$ cat src/rtl/core/gaussian_reduce_by_two_top_defines.svh
`ifndef GAUSSIAN_REDUCE_BY_TWO_TOP_DEFINES_SVH
`define GAUSSIAN_REDUCE_BY_TWO_TOP_DEFINES_SVH

// Concurrent check on clk_i, off while rst_ni is low.
`define GRB2_ASSERT(lbl, prop, msg) \
  lbl: assert property (@(posedge clk_i) disable iff (!rst_ni) prop) else $error(msg);

// Concurrent check that a condition never holds.
`define GRB2_ASSERT_NEVER(lbl, cond, msg) \
  lbl: assert property (@(posedge clk_i) disable iff (!rst_ni) !(cond)) else $error(msg);

`endif

$ cat src/rtl/core/grb2_pkg.sv
package grb2_pkg;

  localparam int SIZE_W  = 12;
  localparam int PIX_W   = 8;
  localparam int CH_N    = 3;
  localparam int RGB_W   = PIX_W * CH_N;
  localparam int TDATA_W = RGB_W + PIX_W;
  localparam int TAPS    = 5;
  localparam int LINES   = 4;
  localparam int LINE_W  = $clog2(LINES);
  localparam int NORM_SH = 4;
  localparam int SUM_W   = PIX_W + NORM_SH;
  localparam int POS_W   = SIZE_W + 2;
  localparam int DIST_MAX = 4;

  localparam int RESET_WIDTH  = 640;
  localparam int RESET_HEIGHT = 480;

  localparam logic [2:0] TAP_WEIGHT [TAPS] = '{3'd1, 3'd4, 3'd6, 3'd4, 3'd1};

  typedef logic [SIZE_W-1:0]     size_t;
  typedef logic [PIX_W-1:0]      pix_t;
  typedef logic [RGB_W-1:0]      rgb_t;
  typedef rgb_t [TAPS-1:0]       taps_t;
  typedef logic [2:0]            dist_t;
  typedef dist_t [TAPS-1:0]      dists_t;
  typedef logic signed [POS_W-1:0] pos_t;

  typedef enum logic [0:0] {
    CFG_SOURCE_WIDTH  = 1'b0,
    CFG_SOURCE_HEIGHT = 1'b1
  } cfg_reg_e;

  // One horizontally positioned pixel, handed from the front end to the line stores.
  typedef struct packed {
    taps_t                hpix;
    size_t                x;
    logic                 emit;
    dists_t               vdist;
    logic [LINE_W-1:0]    line;
    logic                 row_even;
    pix_t                 alpha_wr;
    logic                 row_end;
    logic                 frame_end;
  } s1_t;

  // Distance back from the current position to tap m around center, mirrored at
  // both borders without repeating the edge sample, clamped to the held window.
  function automatic dist_t tap_offset(input size_t center, input logic [2:0] m,
                                       input size_t now, input size_t size);
    pos_t  k;
    pos_t  last_pos;
    pos_t  d;
    dist_t res;
    k        = pos_t'({2'b00, center}) + pos_t'({{(POS_W-3){1'b0}}, m}) - pos_t'(2);
    last_pos = pos_t'({2'b00, size}) - pos_t'(1);
    if (k < 0) k = -k;
    if (k > last_pos) k = last_pos + last_pos - k;
    d = pos_t'({2'b00, now}) - k;
    if (d < 0) begin
      res = '0;
    end else if (d > pos_t'(DIST_MAX)) begin
      res = dist_t'(DIST_MAX);
    end else begin
      res = d[2:0];
    end
    return res;
  endfunction

  // 1-4-6-4-1 kernel on each colour channel, sum truncated by 16.
  function automatic rgb_t weigh(input taps_t p);
    rgb_t              res;
    logic [SUM_W-1:0]  sum;
    res = '0;
    for (int ch = 0; ch < CH_N; ch++) begin
      sum = '0;
      for (int i = 0; i < TAPS; i++) begin
        sum = sum + SUM_W'(p[i][PIX_W*ch +: PIX_W]) * SUM_W'(TAP_WEIGHT[i]);
      end
      res[PIX_W*ch +: PIX_W] = sum[SUM_W-1 -: PIX_W];
    end
    return res;
  endfunction

endpackage

$ cat src/rtl/core/grb2_front.sv
`include "gaussian_reduce_by_two_top_defines.svh"

module grb2_front (
  input  logic             clk_i,
  input  logic             rst_ni,
  input  grb2_pkg::size_t  w_i,
  input  grb2_pkg::size_t  h_i,
  input  logic             in_valid_i,
  output logic             in_ready_o,
  input  grb2_pkg::rgb_t   in_rgb_i,
  input  grb2_pkg::pix_t   in_alpha_i,
  output logic             s1_valid_o,
  input  logic             s1_ready_i,
  output grb2_pkg::s1_t    s1_o
);

  grb2_pkg::size_t col_q, col_d, row_q, row_d;
  grb2_pkg::rgb_t  recent_q [4];
  grb2_pkg::pix_t  alpha_hold_q;
  logic            v1_q, v1_d;
  grb2_pkg::s1_t   s1_q, s1_d;
  logic            acc;
  grb2_pkg::size_t x, y, w_half, h_half, cx, cy;
  logic            x_hit, y_hit, x_ok, y_ok;

  assign in_ready_o = !v1_q || s1_ready_i;
  assign acc        = in_valid_i && in_ready_o;

  // Output position that the current source position completes, if any.
  always_comb begin
    w_half = w_i >> 1;
    h_half = h_i >> 1;
    x_hit  = 1'b0;
    x      = '0;
    if (!col_q[0] && col_q >= grb2_pkg::size_t'(2)) begin
      x_hit = 1'b1;
      x     = (col_q >> 1) - grb2_pkg::size_t'(1);
    end else if (col_q[0] && col_q == w_i - grb2_pkg::size_t'(1) && !w_i[0]) begin
      x_hit = 1'b1;
      x     = col_q >> 1;
    end
    y_hit = 1'b0;
    y     = '0;
    if (!row_q[0] && row_q >= grb2_pkg::size_t'(2)) begin
      y_hit = 1'b1;
      y     = (row_q >> 1) - grb2_pkg::size_t'(1);
    end else if (row_q[0] && row_q == h_i - grb2_pkg::size_t'(1) && !h_i[0]) begin
      y_hit = 1'b1;
      y     = row_q >> 1;
    end
    x_ok = x_hit && (x < w_half);
    y_ok = y_hit && (y < h_half);
    cx   = {x[grb2_pkg::SIZE_W-2:0], 1'b0};
    cy   = {y[grb2_pkg::SIZE_W-2:0], 1'b0};
  end

  // Select the five horizontal taps from the incoming pixel and the recent ones.
  always_comb begin
    grb2_pkg::dist_t hd;
    logic [1:0]      idx;
    s1_d = '0;
    for (int m = 0; m < grb2_pkg::TAPS; m++) begin
      hd  = grb2_pkg::tap_offset(cx, 3'(m), col_q, w_i);
      idx = 2'(hd - 3'd1);
      s1_d.hpix[m]  = (hd == '0) ? in_rgb_i : recent_q[idx];
      s1_d.vdist[m] = grb2_pkg::tap_offset(cy, 3'(m), row_q, h_i);
    end
    s1_d.x         = x;
    s1_d.emit      = y_ok;
    s1_d.line      = row_q[grb2_pkg::LINE_W-1:0];
    s1_d.row_even  = !row_q[0];
    s1_d.alpha_wr  = alpha_hold_q;
    s1_d.row_end   = (x == w_half - grb2_pkg::size_t'(1));
    s1_d.frame_end = s1_d.row_end && y_ok && (y == h_half - grb2_pkg::size_t'(1));
  end

  // Advance the raster position; wrap at the end of a row and of the frame.
  always_comb begin
    col_d = col_q;
    row_d = row_q;
    if (acc) begin
      if ((grb2_pkg::SIZE_W+1)'(col_q) + (grb2_pkg::SIZE_W+1)'(1) >=
          (grb2_pkg::SIZE_W+1)'(w_i)) begin
        col_d = '0;
        if ((grb2_pkg::SIZE_W+1)'(row_q) + (grb2_pkg::SIZE_W+1)'(1) >=
            (grb2_pkg::SIZE_W+1)'(h_i)) begin
          row_d = '0;
        end else begin
          row_d = row_q + grb2_pkg::size_t'(1);
        end
      end else begin
        col_d = col_q + grb2_pkg::size_t'(1);
      end
    end
  end

  always_comb begin
    v1_d = v1_q;
    if (acc && x_ok) begin
      v1_d = 1'b1;
    end else if (s1_ready_i) begin
      v1_d = 1'b0;
    end
  end

  always_ff @(posedge clk_i or negedge rst_ni) begin
    if (!rst_ni) begin
      col_q        <= '0;
      row_q        <= '0;
      v1_q         <= 1'b0;
      alpha_hold_q <= '0;
      for (int i = 0; i < 4; i++) begin
        recent_q[i] <= '0;
      end
    end else begin
      col_q <= col_d;
      row_q <= row_d;
      v1_q  <= v1_d;
      if (acc) begin
        if (!col_q[0]) begin
          alpha_hold_q <= in_alpha_i;
        end
        recent_q[3] <= recent_q[2];
        recent_q[2] <= recent_q[1];
        recent_q[1] <= recent_q[0];
        recent_q[0] <= in_rgb_i;
      end
    end
  end

  always_ff @(posedge clk_i) begin
    if (acc && x_ok) begin
      s1_q <= s1_d;
    end
  end

  assign s1_valid_o = v1_q;
  assign s1_o       = s1_q;

  `GRB2_ASSERT(a_s1_x_bound, v1_q |-> (s1_q.x < (w_i >> 1)), "held column beyond output row")
  `GRB2_ASSERT(a_s1_frame_end, v1_q && s1_q.frame_end |-> s1_q.row_end && s1_q.emit, "bad frame end")
  `GRB2_ASSERT(a_col_wrap, acc && (col_q == w_i - grb2_pkg::size_t'(1)) |=> (col_q == '0), "no wrap")

endmodule

$ cat config.mk
export PLATFORM = sky130hd
export DESIGN_NAME = grb2_front
export DESIGN_NICKNAME = d
export VERILOG_FILES = /design/src/rtl/core/grb2_pkg.sv /design/src/rtl/core/grb2_front.sv
export VERILOG_INCLUDE_DIRS = /design/src /design/src/rtl/core
export SDC_FILE = /design/constraint.sdc
export NUM_CORES = 2
export LEC_CHECK = 0
export ABC_AREA = 1
export BUFFER_PORTS_ARGS = -buffer_cell sky130_fd_sc_hd__buf_2
export CELL_PAD_IN_SITES_DETAIL_PLACEMENT = 1
export CELL_PAD_IN_SITES_GLOBAL_PLACEMENT = 2
export CORE_AREA = 2 2 311 313
export DETAILED_ROUTE_END_ITERATION = 10
export DIE_AREA = 0 0 313 315
export GPL_TIMING_DRIVEN = 0
export PLACE_DENSITY = 0.88
export RECOVER_POWER = 50
export SKIP_LAST_GASP = 1
export SYNTH_ARGS = -nofsm -noshare
export SYNTH_HDL_FRONTEND = slang
export SYNTH_SLANG_ARGS = --single-unit
$ cat constraint.sdc
create_clock -name clk_i -period 14.6 [get_ports clk_i]
set_clock_uncertainty 0.1 [all_clocks]
set_input_delay 2.92 -clock clk_i [delete_from_list [all_inputs] [get_ports clk_i]]
set_output_delay 2.92 -clock clk_i [all_outputs]
set_load 0.01 [all_outputs]
=== Word level (Yosys, flattened, before mapping) ===
Index checks and enable logic that the tools add are counted.
W data, S select, Z words.

* Register bits after elaboration: 290
* Input port bits: 60

* Add/sub/neg operators: 67
* Order comparisons: 51
* Eq/ne operators: 4
* Mux-type cells: 67
* Bitwise logic cells: 6
* Reduce and logical (&&, ||, !) cells: 31

{| class="wikitable"
|+ Operator list
! kind !! number
|-
| $mux W24 || 15
|-
| $mux W14 || 20
|-
| $lt A14 B1 Y1 const B || 18
|-
| $bmux W24 S2 || 5
|-
| $gt A14 B13 Y1 || 10
|-
| $gt A14 B4 Y1 const B || 10
|-
| $sub A13 B14 Y14 || 10
|-
| $sub A14 B14 Y14 || 10
|-
| $neg A14 Y14 || 8
|-
| $sub A13 B2 Y14 const B || 8
|-
| $add A12 B1 Y13 const B || 4
|-
| $add A12 B2 Y13 const B || 4
|-
| $eq A12 B12 Y1 || 4
|-
| $mux W12 || 4
|-
| $sub A11 B1 Y12 const B || 4
|-
| $mux W3 || 15
|-
| $add A13 B13 Y14 || 2
|-
| $neg A13 Y14 || 2
|-
| $add A12 B3 Y13 const B || 2
|-
| $ge A13 B12 Y1 || 2
|-
| $lt A13 B1 Y1 const B || 2
|-
| $sub A12 B1 Y13 const B || 2
|-
| $sub A12 B2 Y13 const B || 2
|-
| $add A12 B1 Y12 const B || 2
|-
| other kinds (16) || 61
|}

=== Depth between registers and ports, before layout ===
* Word-level depth: 22
* Depth in mapped cells: 66
* Gate-level depth less buffers: 59

=== Worst setup path after synthesis ===
Ideal clock, no wire load.

* Kind: input to register
* From: in w_i[1]
* To: reg s1_q (netlist bit s1_o[0]), enable pin
* Library setup time: 0.684 ns
* Arrival time: 12.204 ns
* Required time: 13.816 ns
* Setup slack: 1.613 ns
* Stages on the path: 24
* Path through: inv_1 > ha_1 > inv_2 > nor3_2 > nand3_1 > nand2_1 > nand2_1 > nand2_1 > nand2_1 > nor2_2 > nand3_4 > nand2_4 > buf_12 > nand2_4 > inv_2 > ha_1 > inv_1 > o21bai_1 > a21o_1 > a21oi_1 > o221ai_1 > nand3_1 > a21boi_0 > nor2_1

{| class="wikitable"
|+ RTL lines
! item !! RTL line !! text
|-
| start, declared || grb2_front.sv:6 || <nowiki>input grb2_pkg::size_t w_i,</nowiki>
|-
| end signal, assigned || grb2_front.sv:133 || <nowiki>s1_q <= s1_d;</nowiki>
|-
| end, declared || grb2_front.sv:21 || <nowiki>grb2_pkg::s1_t s1_q, s1_d;</nowiki>
|}

==> metrics.txt <==
# TYPE chip_impl_metric gauge
chip_impl_info{name="outcome",value="complete, but fails checks"} 1
chip_impl_info{name="violations",value="capacitance limit, slew limit"} 1
chip_impl_metric{name="avgViaCountPerCell",unit=""} 5.47
chip_impl_metric{name="first_pass_iters",unit=""} 5
chip_impl_metric{name="gpl.final_weighted_congestion",unit=""} 0.981
chip_impl_metric{name="edff_count_synth",unit=""} 161
chip_impl_metric{name="timing.max_cap.violations",unit=""} 3
chip_impl_metric{name="register_to_register_setup_slack",unit="ns"} 2.87
chip_impl_metric{name="worstSkewPairLatency",unit="ns"} 0.61
chip_impl_metric{name="critical_path_peak_fanout",unit=""} 11
chip_impl_metric{name="area_growth",unit="%"} 11.6
chip_impl_info{name="topRoutingLayerUsed",value="met5"} 1
chip_impl_metric{name="detail_route.iter0.violations",unit=""} 2400
chip_impl_info{name="cts_root_buffer",value="sky130_fd_sc_hd__clkbuf_16"} 1
chip_impl_info{name="cp-startpoint",value="w_i[0]"} 1
chip_impl_metric{name="grt_start_max_net_pins",unit=""} 71
chip_impl_metric{name="top_level_ports",unit=""} 223
chip_impl_metric{name="die_x",unit="um"} 313
chip_impl_metric{name="design.die.area",unit="mm^2"} 0.0986
chip_impl_info{name="post-synth-top-count-cell",value="sky130_fd_sc_hd__nand2_1"} 1
chip_impl_metric{name="routedWlPerCell",unit="um"} 22.5
chip_impl_info{name="worst_setup_start_kind",value="input pin"} 1
chip_impl_metric{name="num_vias",unit=""} 36200
chip_impl_metric{name="post-cts-setup-buffer-count",unit=""} 0
chip_impl_info{name="yosys-top-cells-area",value="sky130_fd_sc_hd__nand2_1 (16%), sky130_fd_sc_hd__edfxtp_1 (14%), sky130_fd_sc_hd__ha_1 (14%)"} 1
chip_impl_metric{name="count_of_endpoints_failing_setup_in_the_final_report",unit=""} 0
chip_impl_info{name="setup.worst_path.end",value="s1_o[63]"} 1
chip_impl_metric{name="design.core.area",unit="mm^2"} 0.0957
chip_impl_info{name="worst_r2r_endpoint",value="s1_o[63]"} 1
chip_impl_metric{name="seq_area_frac_synth",unit=""} 0.238
chip_impl_metric{name="ys_seq_elements",unit=""} 290
chip_impl_info{name="worst_r2r_startpoint",value="col_q[0]"} 1
chip_impl_metric{name="detail_route.wirelength",unit="mm"} 149
chip_impl_info{name="synth.cells.most_frequent",value="sky130_fd_sc_hd__nand2_1 (1,443), sky130_fd_sc_hd__inv_1 (590), sky130_fd_sc_hd__nand3_1 (432), sky130_fd_sc_hd__ha_1 (373), sky130_fd_sc_hd__o21ai_0 (328)"} 1
chip_impl_metric{name="worst-endpoint-required",unit="ns"} 14.83
chip_impl_metric{name="track_usage",unit=""} 0.296
chip_impl_metric{name="netlist.area_leader.share",unit=""} 0.160
chip_impl_metric{name="dr_wl_met3",unit="mm"} 8.46
chip_impl_metric{name="tritoncts.num_buffers",unit=""} 39
chip_impl_metric{name="post_cts_hold_buffer_count",unit=""} 0
chip_impl_metric{name="io_buffers",unit=""} 221
chip_impl_info{name="yosys_top_cell_by_area",value="sky130_fd_sc_hd__nand2_1"} 1
chip_impl_info{name="rsz0062_at_grt",value="false"} 1
chip_impl_metric{name="grt_pass1_wl",unit="mm"} 222
chip_impl_metric{name="rows",unit=""} 114
chip_impl_info{name="path_class",value="in -> reg"} 1
chip_impl_metric{name="finalNetCount",unit=""} 5755
chip_impl_metric{name="drt-met1-wl",unit="mm"} 65.8
chip_impl_metric{name="layout.core_utilization",unit=""} 0.396
chip_impl_metric{name="cp_slowest_stage_delay",unit="ns"} 0.70
chip_impl_metric{name="syn_avg_cell_area",unit="um^2"} 6.73
chip_impl_metric{name="netlist_instances",unit=""} 5042
chip_impl_info{name="worst_path_max_delay_cell",value="sky130_fd_sc_hd__clkbuf_1"} 1
chip_impl_info{name="tritoncts",value="yes"} 1
chip_impl_metric{name="drtAntennaViolNets",unit=""} 0
chip_impl_metric{name="synth.cell_area",unit="mm^2"} 0.0339
chip_impl_metric{name="finalCritPeriodShare",unit=""} 0.936
chip_impl_metric{name="setup_tns_final",unit="ns"} 0
chip_impl_metric{name="detailroute.wirelength.met2",unit="mm"} 68.5
chip_impl_info{name="setup_crit_end_kind",value="flop"} 1
chip_impl_metric{name="hold_viol",unit=""} 0
chip_impl_metric{name="yosys.cell_types.count",unit=""} 71
chip_impl_metric{name="fmaxAchievable",unit="GHz"} 0.0732
chip_impl_metric{name="worst_r2r_path_depth",unit=""} 55
chip_impl_metric{name="post-route-drc-count",unit=""} 0
chip_impl_metric{name="asyncSetResetFlopFracSynth",unit=""} 0.445
chip_impl_metric{name="ctsHtreeMaxLevel",unit=""} 2
chip_impl_info{name="holdCritPathClass",value="reg -> reg"} 1
chip_impl_metric{name="finalWorstPathRequiredPeriod",unit="ns"} 13.67
chip_impl_metric{name="tritoncts_num_sinks",unit=""} 290
chip_impl_metric{name="max-clock-path-buffers",unit=""} 3
chip_impl_metric{name="critPathArrivalTime",unit="ns"} 13.90
chip_impl_info{name="yosys_most_used_dff",value="sky130_fd_sc_hd__edfxtp_1"} 1
chip_impl_metric{name="final-max-slew-violation-count",unit=""} 133
chip_impl_metric{name="max_slew_margin",unit=""} -2.10
chip_impl_metric{name="max_slew.worst_pin.slew",unit="ns"} 4.65
chip_impl_metric{name="global_route.overflow_total",unit=""} 0
chip_impl_metric{name="path_clk_slew",unit="ns"} 0.06
chip_impl_metric{name="start_util",unit=""} 0.355
chip_impl_metric{name="first_global_vias",unit=""} 36100
chip_impl_metric{name="floorplan.die.height",unit="um"} 315
chip_impl_metric{name="post_route_cells_drive_above_1_share",unit=""} 0.0711
chip_impl_metric{name="yosys_warnings",unit=""} 0
chip_impl_metric{name="dp_hpwl",unit="mm"} 116
chip_impl_info{name="worst_path_most_repeated_cell",value="sky130_fd_sc_hd__nand2_1"} 1
chip_impl_metric{name="number_of_antenna_violations_at_the_first_check_in_global_routing",unit=""} 4
-- layer usage --
layer	track usage	vias up
li1	-	17300
met1	0.391	17500
met2	0.491	1122
met3	0.0336	301
met4	0.121	2
met5	0	-
-- sequential cells by signal, indices dropped and copies added (netlist names) --
| register | flops |
|---|---|
| col_q | 12 |
| recent_q | 96 |
| s1_o | 161 |
| s1_valid_o | 1 |
| alpha_hold_q | 8 |
| row_q | 12 |
-- worst max-delay path: cells and delay by family --
kind | cells | cell delay (ns)
AO/OA/AOI/OAI | 8 | 1.35
buffers and inverters | 17 | 4.06
adder cells (fa/ha/maj) | 4 | 1.30
AND/OR/NAND/NOR | 31 | 3.97
XOR/XNOR | 1 | 0.25
-- cell families (layout without fill, tap and decap cells) --
group | count (synthesis) | in the layout | synth area share
adders and majority gates | 381 | 381 | 0.142
other | 2 | 7 | 0.000221
DFF | 290 | 290 | 0.238
buffers and inverters | 806 | 1105 | 0.0955
muxes | 8 | 8 | 0.00265
and+or+nand+nor | 2488 | 2488 | 0.321
xor gates and xnor gates | 255 | 255 | 0.0660
AOI/OAI and AO/OA | 812 | 812 | 0.135
-- stage by stage --
stage / setup WS, ns / area [um^2] / instances / hold slack, ns
floorplan: 1.61 / 33900 / 5046 / 0.319
global placement: -3.59 / 36700 / 6543 / 0.321
detailed placement: 0.136 / 36800 / 6550 / 0.330
CTS: 0.709 / 38100 / 6622 / 0.340
global route: 0.00645 / 37900 / 6621 / 0.364
finish: 0.931 / 37900 / 6622 / 0.337
-- repair_timing --
item / 4_1_cts / 5_1_grt
hold endpoints to repair: 0 / 0
gates resized for setup: 0 / 7
setup endpoints to repair: 0 / 40
-- worst min path at each step --
stage,startpoint,to,slack (ns),cells past startpoint
after floorplan,alpha_hold_q[0],s1_o[2],0.32,0
after global placement,alpha_hold_q[1],s1_o[3],0.32,0
after detailed placement,alpha_hold_q[7],s1_o[9],0.33,0
after CTS,alpha_hold_q[3],s1_o[5],0.34,0
after global routing,alpha_hold_q[2],s1_o[4],0.36,0
final,alpha_hold_q[3],s1_o[5],0.34,0
-- layout make-up --
cell class	count	area, um^2
fillers	12600	57800
multi-input cells	3950	22700
flip-flops and latches	290	8060
inverters	630	2370
well taps	1276	1600
clock buffers	49	1080
repair buffers	228	1030
plain buffers	175	872
clock inverters	23	209
diodes	1	2.50
-- layout by cell type, fill, tap and decap left out, drive strengths merged, types with 17 or more instances in the layout --
cell type	synthesis	routed
inv	627	634
or2	43	43
xor2	205	205
o21bai	71	71
nand4	158	158
o211ai	17	17
xnor2	50	50
o21ai	355	355
edfxtp	161	161
a31oi	18	18
dfrtp	129	129
nor2	303	303
ha	373	373
buf	96	159
clkbuf	80	293
a21oi	276	276
nand3	440	440
nor3	29	29
nand2	1479	1479
Power is left out: the tool's default activity adds up to more than one toggle a clock period on the data nets, which glitch-free logic cannot reach.
